===== config.mk =====
export PLATFORM = sky130hd
export DESIGN_NAME = pwam_div_step
export DESIGN_NICKNAME = d
export VERILOG_FILES = /design/src/sv/pwam_pkg.sv /design/src/sv/pwam_div_step.sv
export SDC_FILE = /design/constraint.sdc
export NUM_CORES = 1
export LEC_CHECK = 0
export BUFFER_PORTS_ARGS = -buffer_cell sky130_fd_sc_hd__buf_2
export CAP_MARGIN = 20
export CORE_MARGIN = 3
export CORE_UTILIZATION = 49
export CTS_CLUSTER_DIAMETER = 120
export DETAILED_ROUTE_END_ITERATION = 12
export PLACE_DENSITY_LB_ADDON = 0.15
export SETUP_SLACK_MARGIN = 0.15
export SLEW_MARGIN = 20
export SYNTH_ARGS = -nofsm -noshare
export SYNTH_HDL_FRONTEND = slang
export SYNTH_SLANG_ARGS = --single-unit

===== constraint.sdc =====
create_clock -name clk -period 0.9 [get_ports clk]
set_clock_uncertainty 0.15 [all_clocks]
set_input_delay 0.135 -clock clk [delete_from_list [all_inputs] [get_ports clk]]
set_output_delay 0.135 -clock clk [all_outputs]
set_load 0.05 [all_outputs]

===== src/sv/pwam_pkg.sv =====
// shared types and constants of the perspective warp address map
// no dependencies
package pwam_pkg;

    localparam int COEF_W    = 48;
    localparam int COORD_W   = 11;
    localparam int PROD_W    = COEF_W + COORD_W + 1;
    localparam int SUM_W     = 62;
    localparam int QUOT_W    = 11;
    localparam int CMP_W     = SUM_W + QUOT_W;
    localparam int IDX_W     = 22;
    localparam int NUM_REGS  = 8;
    localparam int CFG_IDX_W = 4;
    localparam int NUM_STG   = 3 + QUOT_W + 1;

    localparam logic [CFG_IDX_W-1:0] REG_M_XX = 4'd0;
    localparam logic [CFG_IDX_W-1:0] REG_M_XY = 4'd1;
    localparam logic [CFG_IDX_W-1:0] REG_M_X0 = 4'd2;
    localparam logic [CFG_IDX_W-1:0] REG_M_YX = 4'd3;
    localparam logic [CFG_IDX_W-1:0] REG_M_YY = 4'd4;
    localparam logic [CFG_IDX_W-1:0] REG_M_Y0 = 4'd5;
    localparam logic [CFG_IDX_W-1:0] REG_M_WX = 4'd6;
    localparam logic [CFG_IDX_W-1:0] REG_M_WY = 4'd7;

    typedef struct packed {
        logic signed [COEF_W-1:0] m_xx;
        logic signed [COEF_W-1:0] m_xy;
        logic signed [COEF_W-1:0] m_x0;
        logic signed [COEF_W-1:0] m_yx;
        logic signed [COEF_W-1:0] m_yy;
        logic signed [COEF_W-1:0] m_y0;
        logic signed [COEF_W-1:0] m_wx;
        logic signed [COEF_W-1:0] m_wy;
    } coef_t;

    typedef struct packed {
        logic [SUM_W-1:0]  rem_x;
        logic [SUM_W-1:0]  rem_y;
        logic [SUM_W-1:0]  den;
        logic [QUOT_W-1:0] quo_x;
        logic [QUOT_W-1:0] quo_y;
        logic              neg_x;
        logic              neg_y;
        logic              bad;
    } div_t;

endpackage


===== src/sv/pwam_div_step.sv =====
// one restoring division stage for both coordinate lanes
// depends on pwam_pkg
module pwam_div_step #(
    parameter int SHIFT = 0
) (
    input  logic            clk,
    input  logic            rst_n,
    input  logic            en,
    input  logic            valid_in,
    input  pwam_pkg::div_t  d_in,
    output logic            valid_out,
    output pwam_pkg::div_t  d_out
);
    logic                       valid_reg;
    pwam_pkg::div_t             d_reg, d_next;
    logic [pwam_pkg::CMP_W-1:0] dsh, rx, ry;

    always_comb
    begin
        dsh    = pwam_pkg::CMP_W'(d_in.den) << SHIFT;
        rx     = pwam_pkg::CMP_W'(d_in.rem_x);
        ry     = pwam_pkg::CMP_W'(d_in.rem_y);
        d_next = d_in;
        if (rx >= dsh)
        begin
            d_next.rem_x        = pwam_pkg::SUM_W'(rx - dsh);
            d_next.quo_x[SHIFT] = 1'b1;
        end
        if (ry >= dsh)
        begin
            d_next.rem_y        = pwam_pkg::SUM_W'(ry - dsh);
            d_next.quo_y[SHIFT] = 1'b1;
        end
    end

    always_ff @(posedge clk or negedge rst_n)
    begin
        if (!rst_n)
            valid_reg <= 1'b0;
        else if (en)
            valid_reg <= valid_in;
    end

    always_ff @(posedge clk)
    begin
        if (en)
            d_reg <= d_next;
    end

    assign valid_out = valid_reg;
    assign d_out     = d_reg;

endmodule


==> results of run 1 <==
metal layers:
metal  global-route usage  GRT overflow
met3               0.6470             7
met2               0.9397            49
met4               0.8285            49
met5               0.2914             0
met1               0.7258             0
kinds of logic after synthesis:
logic type                 count (synthesis)
AOI/OAI and AO/OA                        542
and+or+nand+nor                          459
adders and majority gates                126
DFF                                      212
buffers and inverters                    156
xor gates and xnor gates                 108
muxes                                     30
per-stage QoR:
step,setup slack [ns],instances
3_5_place_dp,-2.786,3000
3_3_place_gp,-2.719,3000
4_1_cts,-2.004,3182
2_1_floorplan,-2.189,1633
timing repair:
| action | in CTS |
|---|---|
| hold buffers | 81 |
| buffers inserted | 45 |
| gates cloned | 15 |
| resized for setup | 611 |
| pin swaps | 52 |
| setup endpoints to repair | 339 |
| endpoints found under the hold margin | 243 |
==> out/summary.txt, run 1 <==
status = stopped before the end
Stop stage = global routing
first error = [ERROR GRT-0232] Routing congestion too high. Check the congestion heatmap in the GUI.
largest family of logic cells by synthesized area = compound AO/OA/AOI/OAI gates
Post-synth top cells = a21oi_1, edfxtp_1, nor2_1, ha_1, nand2_1
Post-Syn Instances = 1633
Post-synth EDFFs = 211
worst_ep grt = d_out[3]$_SDFFCE_PP1P_/D
complex-gate fraction of the synthesized area = 0.2210
Initial Utilization = 0.5010
Clock Root Buffer = clkbuf_16
Clock Tree Buf Depth = 3
mux contribution to synthesized area = 0.02185
post-synth top area share = 0.4113
Netlist cell types = 70
final RePlAce weighted congestion = 1.007
kind of the worst endpoint = register input
Yosys reg bits = 212
Ys Warns = 0
post-synth net total = 1974
Netlist Area Pre-Place = 15410 µm²
Main synth FF type = edfxtp_1
IO Pins = 427
Num CTS Buffers = 23
DPL Wire Length = 50250 µm
asr flop ratio synth = 0.004717
cell taking the most area after synthesis = edfxtp_1
syn avg cell area = 9.434 µm²
global route overflow = 105
Synth Area in Adders = 0.1033
chip width = 183.3 µm
sequential fraction of the synthesis area = 0.4129
Post-Synth XOR/XNOR Area = 0.06140
site row count = 64
largest net degree at the start of global routing = 26
IO buf count = 426
GRT Util Overall = 0.7711
Die Y-Extent = 183.3 µm
Synth Area in Simple Gates = 0.1386
Area contributors post-synth = edfxtp_1, ha_1, a21oi_1, nor2_1, a21o_1
Placed Area = 23530 µm²
most common cell in the netlist = a21oi_1
Sink Count = 212
H-tree Lvls = 1
==> run 2, diff against run 1 <==
--- a/config.mk
+++ b/config.mk
@@ -8,11 +8,9 @@
 export BUFFER_PORTS_ARGS = -buffer_cell sky130_fd_sc_hd__buf_2
 export CAP_MARGIN = 20
 export CORE_MARGIN = 3
-export CORE_UTILIZATION = 49
-export CTS_CLUSTER_DIAMETER = 120
+export CORE_UTILIZATION = 40
 export DETAILED_ROUTE_END_ITERATION = 12
 export PLACE_DENSITY_LB_ADDON = 0.15
-export SETUP_SLACK_MARGIN = 0.15
 export SLEW_MARGIN = 20
 export SYNTH_ARGS = -nofsm -noshare
 export SYNTH_HDL_FRONTEND = slang
==> constraint.sdc (replaced) <==
create_clock -name clk -period 1.2 [get_ports clk]
set_clock_uncertainty 0.15 [all_clocks]
set_input_delay 0.18 -clock clk [delete_from_list [all_inputs] [get_ports clk]]
set_output_delay 0.18 -clock clk [all_outputs]
set_load 0.05 [all_outputs]
==> out/summary.txt, run 2 <==
Design Power = 35.35 mW
Leakage Power = 13.73 nW
WP data required = 1.35 ns
crit path cell chain = buf_8, inv_6, ha_4, buf_6, a21o_1, a31oi_4, nor2_4, o41ai_2, buf_4, and3b_2, o31ai_4, a211oi_2, o211ai_4, buf_12, buf_16, mux2_4
DRT Pass-1 Iters = 5
global route overflow = 0
Post-DRT Antenna Nets = 0
P_sw = 13.61 mW
Clock Tree Buf Depth = 3
Synth Area in Simple Gates = 0.1386
PD cells = 1144 nW/µm²
Netlist cell types = 70
clk_lat worst skew = 0.55 ns
Starting DRT DRC Count = 1423
Reg2Reg Depth = 2
Final #Nets = 3266
Post-synth top cells = a21oi_1, edfxtp_1, nor2_1, ha_1, nand2_1
status = finished, violations left
Slew @ Worst Pin = 0.5014 ns
Setup CP Type = input pin to flop
largest stage delay on the critical path = 0.38 ns
Final Max Tran Viols = 0
sequential fraction of the synthesis area = 0.4129
Die Y-Extent = 202.3 µm
clock network fraction of total power = 0.214
largest family of logic cells by synthesized area = compound AO/OA/AOI/OAI gates
Main synth FF type = edfxtp_1
critical path launch point type = input pin
global-route wire length before repair = 113900 µm
worst ir drop on vdd = 1.282 mV
Post-Syn Instances = 1633
share of cells above drive strength 1 = 0.5309
R2R Path End = valid_out
Hold Slack = -0.02607 ns
min-delay src = d_in[26]
Endpoint, Worst Hold = d_out[88]
Synth Area in Adders = 0.1033
hold path cells = 3
Yosys reg bits = 212
drt wl/cell = 22.39 µm
clock-pin slew on the worst setup and hold paths = 0.07 ns
Initial Utilization = 0.4071
final std cells w/o fill = 3459
flip-flop count of the largest register after layout = 211
Via Count = 19190
TritonCTS clock tree = done
reg-to-reg startpoint = valid_out
slowest cell on the critical path = o41ai_2
Internal = 21.74 mW
H-tree Lvls = 1
Placed Cells = 3118
Hold Crit Class = input pin to flop
TNS Setup = -263.61 ns
# Max-Cap Violations = 0
number of global-route vias before repair = 19930
final RePlAce weighted congestion = 0.8983
critical path's top delay family = compound AO/OA/AOI/OAI gates
Netlist Area Pre-Place = 15410 µm²
initial antenna violation count = 7
syn avg cell area = 9.434 µm²
Worst R2R Setup Slack = 0.08 ns
vias per std cell = 5.549
mux contribution to synthesized area = 0.02185
Post-Synth XOR/XNOR Area = 0.06140
failing checks = negative hold slack, negative setup slack
minimum clock period = 3.066 ns
Tcrit/Tclk final = 2.555
site row count = 71
CP startpoint = d_in[44]
Post-Place Setup Slack = -2.481 ns
Comb power frac = 0.509
complex-gate fraction of the synthesized area = 0.2210
Sink Count = 212
Area contributors post-synth = edfxtp_1, ha_1, a21oi_1, nor2_1, a21o_1
Critical Path AT = 3.22 ns
Clock Root Buffer = clkbuf_16
Crit Path Max Fanout = 6
cell taking the most area after synthesis = edfxtp_1
FMAX = 326.2 MHz
post-route setup slack = -1.866 ns
sequential cell area = 6361 µm²
most common cell in the netlist = a21oi_1
Seq pwr share = 0.277
RSZ-0062 raised after global routing = yes
Switching Share = 0.3850
commonest non-fill, non-tap cell in the layout = buf_4
Post-synth EDFFs = 211
area taken by multi-input logic gates = 10830 µm²
Max transition margin = 0.6622
chip width = 202.3 µm
Core Region = 37840 µm²
post-synth net total = 1974
largest net degree at the start of global routing = 23
DPL Wire Length = 49290 µm
Die ar. = 40910 µm²
commonest non-fill, non-tap cells in the layout = buf_4, buf_6, dlygate4sd3_1
critical path buffer and inverter count = 6
IO buf count = 426
Critical Path Sink Type = flop
post-synth top area share = 0.4113
endpoints failing hold = 1
Layout fillers = 2192
Synth-to-Final Area Change = 100.6%
routed wire length = 77440 µm
GRT Util Overall = 0.3516
Num CTS Buffers = 25
asr flop ratio synth = 0.004717
IO Pins = 427
endpoints failing setup = 338
Residual DRC = 0
Ys Warns = 0
run 2: cell counts after synthesis:
Identical to the previous run, type by type.
run 2: tightest hold or removal path, stage by stage:
cell and delay (ns):
buf_8 0.08, fa_2 0.21, a21oi_2 0.04
run 2: kinds of logic (layout without fill, tap and decap cells):
group	after synthesis	after routing
multiplexers	30	30
other	0	6
buffers and inverters	156	1465
adder cells (fa/ha/maj)	126	126
XOR/XNOR	108	108
AO/OA/AOI/OAI	542	542
AND/OR/NAND/NOR	459	459
flip-flops	212	212
run 2: area by class of cell:
| type | count | share of cell area |
|---|---|---|
| Antenna cell | 6 | 0.0004859 |
| Clock buffer | 27 | 0.02049 |
| Clock inverter | 17 | 0.004495 |
| Inverter | 85 | 0.01235 |
| Multi-Input combinational cell | 1265 | 0.3504 |
| Sequential cell | 212 | 0.2059 |
| Tap cell | 511 | 0.02069 |
| Timing Repair Buffer | 1336 | 0.3852 |
run 2: what timing repair did:
item,in CTS,in global routing
resized for setup,796,141
buffers inserted,53,24
pin swaps,74,52
hold buffers,213,1
gates cloned,18,0
hold endpoints to repair,216,2
endpoints found under the setup margin,338,344
run 2: layer usage:
layer,routed length [µm],part of all wire,global-route usage,up-vias
met5,12,0.00015,0,-
met4,3395,0.044,0.1260,2
met3,5811,0.075,0.05315,229
met2,37750,0.49,0.6162,1064
met1,30470,0.39,0.4410,9214
li1,-,-,-,8684
run 2: stage by stage:
stage | util | cell area, µm²
6_report | 0.8164 | 30900
4_1_cts | 0.7977 | 30190
5_1_grt | 0.8164 | 30900
3_5_place_dp | 0.6209 | 23500
2_1_floorplan | - | 16410
3_3_place_gp | 0.6209 | 23500
run 2: worst max path at each step:
stage	to	slack, ns	depth (start not counted)
finish	d_out[109]	-1.87	16
global route	d_out[136]	-1.89	17
CTS	d_out[109]	-1.67	13
detailed placement	d_out[92]	-2.48	12
global placement	d_out[92]	-2.44	12
floorplan	d_out[109]	-1.93	12
run 2: power by group through the flow:
stage	Combinational (mW)	Clock, mW	Sequential (mW)
3_5_place_dp	13.4	0	9.64
4_1_cts	16.9	7.53	9.74
5_1_grt	18.7	7.88	9.85
2_1_floorplan	5.12	0	12.7
6_report	18.0	7.58	9.79
3_3_place_gp	13.3	0	9.65
No activity file was read; power rests on OpenSTA's default activity.
