--- src/sv/pwam_pkg.sv ---
// shared types and constants of the perspective warp address map
// no dependencies
package pwam_pkg;

    localparam int COEF_W    = 48;
    localparam int COORD_W   = 11;
    localparam int PROD_W    = COEF_W + COORD_W + 1;
    localparam int SUM_W     = 62;
    localparam int QUOT_W    = 11;
    localparam int CMP_W     = SUM_W + QUOT_W;
    localparam int IDX_W     = 22;
    localparam int NUM_REGS  = 8;
    localparam int CFG_IDX_W = 4;
    localparam int NUM_STG   = 3 + QUOT_W + 1;

    localparam logic [CFG_IDX_W-1:0] REG_M_XX = 4'd0;
    localparam logic [CFG_IDX_W-1:0] REG_M_XY = 4'd1;
    localparam logic [CFG_IDX_W-1:0] REG_M_X0 = 4'd2;
    localparam logic [CFG_IDX_W-1:0] REG_M_YX = 4'd3;
    localparam logic [CFG_IDX_W-1:0] REG_M_YY = 4'd4;
    localparam logic [CFG_IDX_W-1:0] REG_M_Y0 = 4'd5;
    localparam logic [CFG_IDX_W-1:0] REG_M_WX = 4'd6;
    localparam logic [CFG_IDX_W-1:0] REG_M_WY = 4'd7;

    typedef struct packed {
        logic signed [COEF_W-1:0] m_xx;
        logic signed [COEF_W-1:0] m_xy;
        logic signed [COEF_W-1:0] m_x0;
        logic signed [COEF_W-1:0] m_yx;
        logic signed [COEF_W-1:0] m_yy;
        logic signed [COEF_W-1:0] m_y0;
        logic signed [COEF_W-1:0] m_wx;
        logic signed [COEF_W-1:0] m_wy;
    } coef_t;

    typedef struct packed {
        logic [SUM_W-1:0]  rem_x;
        logic [SUM_W-1:0]  rem_y;
        logic [SUM_W-1:0]  den;
        logic [QUOT_W-1:0] quo_x;
        logic [QUOT_W-1:0] quo_y;
        logic              neg_x;
        logic              neg_y;
        logic              bad;
    } div_t;

endpackage

--- src/sv/pwam_back.sv ---
// back end: sign and bound check, linear index, output register
// depends on pwam_pkg
module pwam_back #(
    parameter int SRC_WIDTH  = 1024,
    parameter int SRC_HEIGHT = 1024
) (
    input  logic                          clk,
    input  logic                          rst_n,
    input  logic                          en,
    input  logic                          valid_in,
    input  pwam_pkg::div_t                d_in,
    output logic                          valid_out,
    output logic [pwam_pkg::COORD_W-1:0]  src_x,
    output logic [pwam_pkg::COORD_W-1:0]  src_y,
    output logic [pwam_pkg::IDX_W-1:0]    src_index,
    output logic                          outside
);
    localparam int XW = pwam_pkg::COORD_W + 1;

    logic                         valid_reg;
    logic [pwam_pkg::COORD_W-1:0] sx_reg, sy_reg;
    logic [pwam_pkg::IDX_W-1:0]   idx_reg, idx_next;
    logic                         out_reg, out_next;
    logic [pwam_pkg::IDX_W:0]     prod;

    always_comb
    begin
        out_next = d_in.bad
                 || (d_in.neg_x && (d_in.quo_x != '0))
                 || (d_in.neg_y && (d_in.quo_y != '0))
                 || ({1'b0, d_in.quo_x} >= XW'(SRC_WIDTH))
                 || ({1'b0, d_in.quo_y} >= XW'(SRC_HEIGHT));
        prod     = (pwam_pkg::IDX_W+1)'(d_in.quo_y) * (pwam_pkg::IDX_W+1)'(SRC_WIDTH);
        idx_next = pwam_pkg::IDX_W'(prod) + pwam_pkg::IDX_W'(d_in.quo_x);
    end

    always_ff @(posedge clk or negedge rst_n)
    begin
        if (!rst_n)
            valid_reg <= 1'b0;
        else if (en)
            valid_reg <= valid_in;
    end

    always_ff @(posedge clk)
    begin
        if (en)
        begin
            out_reg <= out_next;
            sx_reg  <= out_next ? '0 : d_in.quo_x;
            sy_reg  <= out_next ? '0 : d_in.quo_y;
            idx_reg <= out_next ? '0 : idx_next;
        end
    end

    assign valid_out = valid_reg;
    assign src_x     = sx_reg;
    assign src_y     = sy_reg;
    assign src_index = idx_reg;
    assign outside   = out_reg;

endmodule

--- config.mk ---
export PLATFORM = sky130hd
export DESIGN_NAME = pwam_back
export DESIGN_NICKNAME = d
export VERILOG_FILES = /design/src/sv/pwam_pkg.sv /design/src/sv/pwam_back.sv
export SDC_FILE = /design/constraint.sdc
export NUM_CORES = 1
export LEC_CHECK = 0
export BUFFER_PORTS_ARGS = -buffer_cell sky130_fd_sc_hd__buf_2
export CAP_MARGIN = 20
export CORE_ASPECT_RATIO = 0.5
export CORE_MARGIN = 10
export CORE_UTILIZATION = 30
export DETAILED_ROUTE_END_ITERATION = 10
export PLACE_DENSITY = 0.93
export SLEW_MARGIN = 20
export SYNTH_ARGS = -nofsm -noshare
export SYNTH_HDL_FRONTEND = slang
export SYNTH_SLANG_ARGS = --single-unit
--- constraint.sdc ---
create_clock -name clk -period 1.8 [get_ports clk]
set_input_delay 0.54 -clock clk [delete_from_list [all_inputs] [get_ports clk]]
set_output_delay 0.54 -clock clk [all_outputs]
set_load 0.005 [all_outputs]
==> flow_metrics.py, run 1 <==
metrics = {
    "run_status": {
        "status": "finished clean",
    },
    "cells_and_area": {
        "diodes": 0,
        "multi_input_area_um2": 452,
        "fill_cells": 460,
        "drive_above_1_share_pct": 55.2,
        "final_cell_area_um2": 2220,
        "nets": 419,
        "syn_to_final_growth_pct": 37.5,
        "regArea_um2": 1080,
    },
    "floorplan": {
        "core_um2": 5070,
        "initial_core_util_pct": 31.9,
        "die_h_um": 71.9,
        "die_area_um2": 8910,
        "ios": 261,
        "die_x_um": 124,
        "rows": 18,
    },
    "drt": {
        "drt-total-wl_mm": 4.67,
        "vias": 1176,
        "first_pass_iters": 4,
        "postRouteAntennaNets": 0,
        "wl_per_cell_um": 17.1,
        "post-route-drc-count": 0,
        "dr.first_iter.drc_count": 27,
        "via_per_inst": 4.31,
    },
    "power_and_ir_drop": {
        "p_int_mw": 1.48,
        "pwr-share-clk_pct": 36.9,
        "p_leak_nw": 0.918,
        "power_frac_comb_pct": 11.2,
        "power.total_mw": 1.89,
        "power_density_nw_per_um2": 851,
        "p_seq_share_pct": 51.9,
        "ir_drop_mv": 0.420,
        "switching_share_pct": 21.8,
        "switchingPower_mw": 0.414,
    },
    "sta": {
        "rsz0062_at_grt": "false",
        "maxSlewViolCount": 0,
        "timing.final.crit_share_pct": 92.6,
        "tns_ns": 0,
        "final_hold_viol_count": 0,
        "finalCriticalPeriod_ns": 1.67,
        "setup_slack_ns": 0.133,
        "clock_skew_ns": 0,
        "fmax_mhz": 600,
        "finalSetupViolCount": 0,
    },
    "clock_tree": {
        "clk_latency_ns": 0.29,
        "cts_buffers": 5,
        "cts-root-buf": "clkbuf_8",
        "path_clk_slew_ns": 0.08,
        "holdBufCountCts": 0,
        "tritoncts": "done",
        "clockBufferDepth": 2,
        "cts-resized-gates": 0,
        "cts_max_level": 2,
        "cts_setup_buffers": 0,
        "clock-sinks": 36,
    },
    "min_path": {
        "hold_path.class": "primary input to flop",
    },
    "synth": {
        "synth_area_um2": 1620,
        "synthTopCellsByCount": "edfxtp_1 (35), and2_2 (12), nor2_1 (11)",
        "syn-instance-count": 117,
        "yosysWarnings": 0,
        "synth_flop_cell": "edfxtp_1",
        "synth_seq_cells": 36,
        "synth.area.top_cells": "edfxtp_1 (65%), and2_2 (5.6%), buf_4 (4.6%), nor3b_1 (2.8%), nor2_1 (2.6%)",
        "synthArstFlopShare_pct": 2.78,
        "synth_edf_count": 35,
        "ys_types": 26,
        "synth_area_leader_cell": "edfxtp_1",
        "seq_area_frac_synth_pct": 66.5,
        "yosysMostFrequentCell": "edfxtp_1",
        "synth.avg_cell_area_um2": 13.8,
        "synth.top_cell.area_share_pct": 65.0,
    },
    "global_route": {
        "grt_pass1_vias": 1313,
        "grt_usage_pct": 10.5,
        "antenna_found_initial": 0,
        "overflow": 0,
        "grt_pass1_wl_mm": 6.94,
        "grt_max_degree": 23,
    },
    "worst_setup_path": {
        "crit_required_ns": 1.93,
        "crit_fanout": 17,
        "cp-start-kind": "primary input",
        "cp_data_arrival_time_ns": 1.80,
        "worst_setup_path_end_kind": "flop",
        "critical_path_class": "primary input to flop",
    },
    "place": {
        "hpwlAfterDp_mm": 3.88,
        "pre_cts_slack_ns": -0.167,
        "place_congestion": 0.715,
        "place_area_um2": 2100,
        "io_buffers": 74,
    },
    "run": {
        "drv_cap": 0,
    },
}
flip-flops by register name (all words and copies together) (netlist names):
register   count
valid_out      1
outside        1
src_index     12
src_y         11
src_x         11
critical path: stages:
cell and delay (ns):
buf_2 0.12, nor4_1 0.27, nand3_1 0.16, a211oi_2 0.23, buf_4 0.22, inv_2 0.11
nor2_1 0.15
logic make-up (layout without fill, tap and decap cells):
logic type / Yosys count / count (layout) / share of synthesized area (%)
AND/OR/NAND/NOR: 52 / 52 / 18.9
multiplexers: 1 / 1 / 0.696
adder cells (fa/ha/maj): 2 / 2 / 1.55
flip-flops: 36 / 36 / 66.5
other: 1 / 3 / 0.232
XOR/XNOR: 8 / 8 / 4.33
buffers and inverters: 14 / 98 / 6.03
AO/OA/AOI/OAI: 3 / 3 / 1.70
placed cells by master, fill, tap and decap left out, types with 2 or more instances in the layout:
cell type / count
and2_2: 12
conb_1: 3
nor3_1: 2
nand4_1: 2
clkbuf_8: 5
nor4_1: 5
nand3_1: 4
and2_1: 4
edfxtp_1: 35
ha_1: 2
nand2_1: 4
xor2_1: 4
nor2_1: 11
buf_2: 74
xnor2_1: 4
buf_4: 12
nor3b_1: 6
worst paths after layout:
path	from	endpoint	slack, ns	cells after the start
min in group asynchronous	rst_n	valid_out	0.55	2
max in group asynchronous	rst_n	valid_out	1.17	2
worst min register to register	valid_out	valid_out	0.55	1
worst max register to register	valid_out	valid_out	1.02	1
worst max-delay path	d_in[4]	src_index[12]	0.13	7
worst min-delay path	valid_in	valid_out	0.51	2
routing by layer:
layer / share of wire [%] / GRT usage (%) / vias up
li1: - / - / 576
met3: 4.7 / 4.40 / 12
met2: 63 / 22.7 / 26
met1: 29 / 7.48 / 562
met5: 0 / 0 / -
met4: 3.0 / 4.49 / 0
metrics by stage:
step / cells / util (%) / hold WS (ns)
final: 273 / 43.9 / 0.513
after floorplan: 119 / - / 0.244
after detailed placement: 264 / 41.5 / 0.316
after global routing: 273 / 43.9 / 0.503
after CTS: 272 / 43.7 / 0.00376
after global placement: 264 / 41.5 / 0.314
cell type report:
cell class | instances | area share, %
sequential | 36 | 48.4
clock inverter | 3 | 1.91
timing repair buffer | 88 | 22.0
tap | 70 | 3.94
clock buffer | 5 | 3.09
multi-input combinational | 69 | 20.3
inverter | 2 | 0.337
power groups by stage:
stage          clock network [mW]  registers, mW  logic [mW]
5_1_grt                     0.737          0.989       0.232
3_5_place_dp                    0           1.00       0.213
2_1_floorplan                   0           1.01      0.0557
4_1_cts                     0.710          0.984       0.214
3_3_place_gp                    0          0.999       0.204
6_report                    0.698          0.983       0.212
Power figures use the tool's default switching activity.
==> run 2, diff against run 1 <==
Settings changed: MAX_ROUTING_LAYER set to met4.
==> run 2 against run 1 <==
First-iteration DRC count rose by 30%; clock power barely moved; count of clock-buffer cells in the layout did not move; sequential share of layout area did not move; die area did not move; combinational power barely moved; worst hold slack improved by 0.0012 ns; design area did not move; via count rose by 0.34%; core utilization did not move; critical endpoint unchanged; largest cell class unchanged.
==> flow_metrics.py, run 2 (synthesized netlist as in run 1, its figures left out) <==
metrics = {
    "worst_setup_path": {
        "cp_data_arrival_time_ns": 1.80,
        "r2r_start": "valid_out",
        "cp.depth": 7,
        "crit_fanout": 17,
        "worstRegToRegCells": 1,
        "worst_setup_path_end_kind": "flop",
        "startpoint": "d_in[4]",
        "cp-start-kind": "primary input",
        "rrSetupSlack_ns": 1.02,
        "timing.rr.end": "valid_out",
        "slowest_delay_ns": 0.27,
        "slowest_stage": "nor4_1",
        "path_cells": "buf_2 -> nor4_1 -> nand3_1 -> a211oi_2 -> buf_4 -> inv_2 -> nor2_1",
        "timing.critical_path.max_delay_family": "simple AND/OR/NAND/NOR gates",
        "critical_path_class": "primary input to flop",
        "crit_required_ns": 1.93,
        "cp.buffers_inverters": 3,
    },
    "floorplan": {
        "rows": 18,
        "die_x_um": 124,
        "initial_core_util_pct": 31.9,
        "die_area_um2": 8910,
        "core_um2": 5070,
        "ios": 261,
        "die_h_um": 71.9,
    },
    "drt": {
        "vias": 1180,
        "post-route-drc-count": 0,
        "via_per_inst": 4.32,
        "first_pass_iters": 4,
        "dr.first_iter.drc_count": 35,
        "drt-total-wl_mm": 4.69,
        "postRouteAntennaNets": 0,
        "wl_per_cell_um": 17.2,
    },
    "run": {
        "drv_cap": 0,
    },
    "global_route": {
        "grt_max_degree": 23,
        "grt_usage_pct": 10.8,
        "overflow": 0,
        "grt_pass1_wl_mm": 6.93,
        "antenna_found_initial": 0,
        "grt_pass1_vias": 1315,
    },
    "sta": {
        "finalCriticalPeriod_ns": 1.67,
        "fmax_mhz": 600,
        "maxSlewViolCount": 0,
        "rsz0062_at_grt": "false",
        "timing.final.crit_share_pct": 92.5,
        "clock_skew_ns": 0,
        "final_hold_viol_count": 0,
        "finalSetupViolCount": 0,
    },
    "clock_tree": {
        "cts_max_level": 2,
        "clk_latency_ns": 0.29,
        "clockBufferDepth": 2,
        "path_clk_slew_ns": 0.08,
        "tritoncts": "done",
        "clock-sinks": 36,
        "cts_setup_buffers": 0,
        "cts_buffers": 5,
        "cts-resized-gates": 0,
        "holdBufCountCts": 0,
        "cts-root-buf": "clkbuf_8",
    },
    "cells_and_area": {
        "final_cell_mix": "buf_2 (74), edfxtp_1 (35), and2_2 (12), buf_4 (12), nor2_1 (11)",
        "fill_cells": 460,
        "nets": 419,
        "drive_above_1_share_pct": 55.2,
        "final_cell_area_um2": 2220,
        "final_common_cell": "buf_2",
        "diodes": 0,
        "multi_input_area_um2": 452,
        "regArea_um2": 1080,
        "syn_to_final_growth_pct": 37.5,
        "fin_cells": 273,
        "largest_reg_flops": 12,
    },
    "place": {
        "dp_cells": 264,
        "place_area_um2": 2100,
        "hpwlAfterDp_mm": 3.88,
        "place_congestion": 0.723,
        "io_buffers": 74,
    },
    "power_and_ir_drop": {
        "ir_drop_mv": 0.420,
        "power.total_mw": 1.89,
        "power_density_nw_per_um2": 852,
        "p_leak_nw": 0.918,
    },
    "min_path": {
        "hp-start": "valid_in",
        "hold_depth": 2,
        "hold_path.class": "primary input to flop",
        "whs_endpoint": "valid_out",
    },
    "run_status": {
        "status": "finished clean",
    },
}
## run 2: how the worst max path moves through the flow
| stage | endpoint |
|---|---|
| detailed placement | src_index[12] |
| global placement | outside |
| floorplan | src_index[18] |
| finish | src_index[12] |
| CTS | src_index[12] |
| global route | src_index[12] |
## run 2: area by class of cell
| cell class | count | share of cell area (%) |
|---|---|---|
| flip-flops and latches | 36 | 48.4 |
| clock inverters | 3 | 1.91 |
| inverters | 2 | 0.337 |
| multi-input cells | 69 | 20.3 |
| repair buffers | 88 | 22.0 |
| well taps | 70 | 3.94 |
| clock buffers | 5 | 3.09 |
## run 2: where the power goes
part | internal (mW) | leakage, nW | total, mW | switching [mW]
logic | 0.103 | 0.519 | 0.213 | 0.110
clock network | 0.410 | 0.0541 | 0.699 | 0.289
registers | 0.967 | 0.346 | 0.983 | 0.0156
## run 2: stage by stage
| stage | setup WS (ns) | utilization, % | hold slack [ns] | setup TNS [ns] |
|---|---|---|---|---|
| after floorplan | 0.0554 | - | 0.244 | 0 |
| after detailed placement | -0.167 | 41.5 | 0.316 | -1.77 |
| after global placement | -0.140 | 41.5 | 0.314 | -1.91 |
| after CTS | 0.123 | 43.7 | 0.00376 | 0 |
| final | 0.134 | 43.9 | 0.514 | 0 |
| after global routing | 0.0368 | 43.9 | 0.503 | 0 |
## run 2: layer usage
| metal | vias up | wire length (µm) | track usage (%) |
|---|---|---|---|
| met4 | 0 | 136 | 4.49 |
| met2 | 26 | 2950 | 22.7 |
| met1 | 564 | 1440 | 8.08 |
| met3 | 14 | 159 | 3.63 |
| li1 | 576 | - | - |
| met5 | - | 0 | - |
==> run 3, diff against run 2 <==
Settings changed: RECOVER_POWER set to 25.
==> run 3 against run 2 <==
Maximum frequency about the same; worst hold slack barely moved; die area did not move; final cell count stayed put; critical path depth unchanged; worst setup slack about the same; design area about the same.
==> flow_metrics.py, run 3 (synthesized netlist as in run 1, its figures left out) <==
metrics = {
    "global_route": {
        "overflow": 0,
        "grt_max_degree": 23,
        "grt_pass1_wl_mm": 6.93,
        "antenna_found_initial": 0,
        "grt_usage_pct": 10.8,
        "grt_pass1_vias": 1315,
    },
    "cells_and_area": {
        "nets": 419,
        "largest_reg_flops": 12,
        "drive_above_1_share_pct": 54.7,
        "syn_to_final_growth_pct": 37.4,
        "final_cell_mix": "buf_2 (72), edfxtp_1 (35), and2_2 (12), buf_4 (12), nor2_1 (11)",
        "fin_cells": 273,
        "diodes": 0,
        "fill_cells": 461,
        "final_common_cell": "buf_2",
        "final_cell_area_um2": 2220,
    },
    "sta": {
        "fmax_mhz": 600,
        "maxSlewViolCount": 0,
        "finalCriticalPeriod_ns": 1.67,
        "timing.final.crit_share_pct": 92.5,
        "final_hold_viol_count": 0,
        "worstMarginPinSlew_ns": 0.849,
        "slew_headroom_pct": 43.4,
        "finalSetupViolCount": 0,
        "clock_skew_ns": 0,
        "rsz0062_at_grt": "false",
        "fin_hold_ws_ns": 0.514,
    },
    "floorplan": {
        "rows": 18,
        "initial_core_util_pct": 31.9,
        "core_um2": 5070,
        "die_area_um2": 8910,
        "die_x_um": 124,
        "ios": 261,
        "die_h_um": 71.9,
    },
    "min_path": {
        "hold_path.class": "primary input to flop",
    },
    "drt": {
        "dr.first_iter.drc_count": 36,
        "drt-total-wl_mm": 4.68,
        "wl_per_cell_um": 17.1,
        "first_pass_iters": 4,
        "wl_met3_um": 160,
        "drt-met1-wl_mm": 1.44,
        "met2_length_mm": 2.95,
        "via_per_inst": 4.32,
        "vias": 1180,
        "highest_layer": "met4",
        "post-route-drc-count": 0,
        "postRouteAntennaNets": 0,
    },
    "power_and_ir_drop": {
        "ir_drop_mv": 0.420,
        "p_leak_nw": 0.916,
        "power_density_nw_per_um2": 853,
    },
    "worst_setup_path": {
        "critical_path_class": "primary input to flop",
        "crit_fanout": 17,
        "slowest_delay_ns": 0.27,
        "path_cells": "buf_2 -> nor4_1 -> nand3_1 -> a211oi_2 -> buf_4 -> inv_2 -> nor2_1",
        "timing.critical_path.max_delay_family": "simple AND/OR/NAND/NOR gates",
        "crit_required_ns": 1.93,
        "cp-start-kind": "primary input",
        "cp_data_arrival_time_ns": 1.80,
        "slowest_stage": "nor4_1",
        "cp.buffers_inverters": 3,
        "worst_setup_path_end_kind": "flop",
    },
    "clock_tree": {
        "cts_buffers": 5,
        "cts-resized-gates": 0,
        "tritoncts": "done",
        "path_clk_slew_ns": 0.08,
        "clockBufferDepth": 2,
        "clock-sinks": 36,
        "cts_setup_buffers": 0,
        "clk_latency_ns": 0.29,
        "cts_max_level": 2,
        "cts-root-buf": "clkbuf_8",
    },
    "place": {
        "place_area_um2": 2100,
        "io_buffers": 74,
        "place_congestion": 0.723,
        "hpwlAfterDp_mm": 3.88,
        "dp_cells": 264,
    },
    "run": {
        "drv_cap": 0,
    },
    "run_status": {
        "status": "finished clean",
    },
}
run 3: cell types whose count changed in the layout (fill, tap and decap cells not counted):
cell and change:
buf_2 -2, clkbuf_2 +1, clkbuf_1 +1
run 3: cell type report:
cell class	instances	area, µm²	share of cell area, %
clock buffers	5	68.8	3.10
multi-input cells	69	452	20.3
inverters	2	7.51	0.338
repair buffers	88	489	22.0
clock inverters	3	42.5	1.91
flip-flops and latches	36	1080	48.4
well taps	70	87.6	3.94
run 3: worst paths after layout:
| path | start | end | cells after the start | slack [ns] |
|---|---|---|---|---|
| worst max register to register | valid_out | valid_out | 1 | 1.02 |
| worst max-delay path | d_in[4] | src_index[12] | 7 | 0.13 |
| worst min-delay path | valid_in | valid_out | 2 | 0.51 |
| min in group asynchronous | rst_n | valid_out | 2 | 0.56 |
| worst min register to register | valid_out | valid_out | 1 | 0.56 |
| max in group asynchronous | rst_n | valid_out | 2 | 1.16 |
run 3: through the flow:
| step | power, mW | TNS, ns | setup slack (ns) | util, % |
|---|---|---|---|---|
| finish | 1.90 | 0 | 0.134 | 43.9 |
| floorplan | 1.07 | 0 | 0.0554 | - |
| CTS | 1.91 | 0 | 0.123 | 43.7 |
| global route | 1.96 | 0 | 0.0368 | 43.9 |
| detailed placement | 1.22 | -1.77 | -0.167 | 41.5 |
| global placement | 1.20 | -1.91 | -0.140 | 41.5 |
run 3: what timing repair did:
action	CTS	global route
hold buffers	0	1
setup endpoints to repair	0	0
hold endpoints to repair	0	1
run 3: routing by layer:
layer  track usage [%]  vias to the layer above
met4              4.49                        0
met2              22.7                       28
met5                 -                        -
li1                  -                      576
met1              8.08                      564
met3              3.63                       12
run 3: report_power, final:
part	leakage, nW	internal [mW]	switching, mW	total, mW
logic	0.516	0.102	0.110	0.213
registers	0.346	0.968	0.0156	0.983
clock network	0.0541	0.410	0.290	0.700
total	0.916	1.48	0.416	1.90
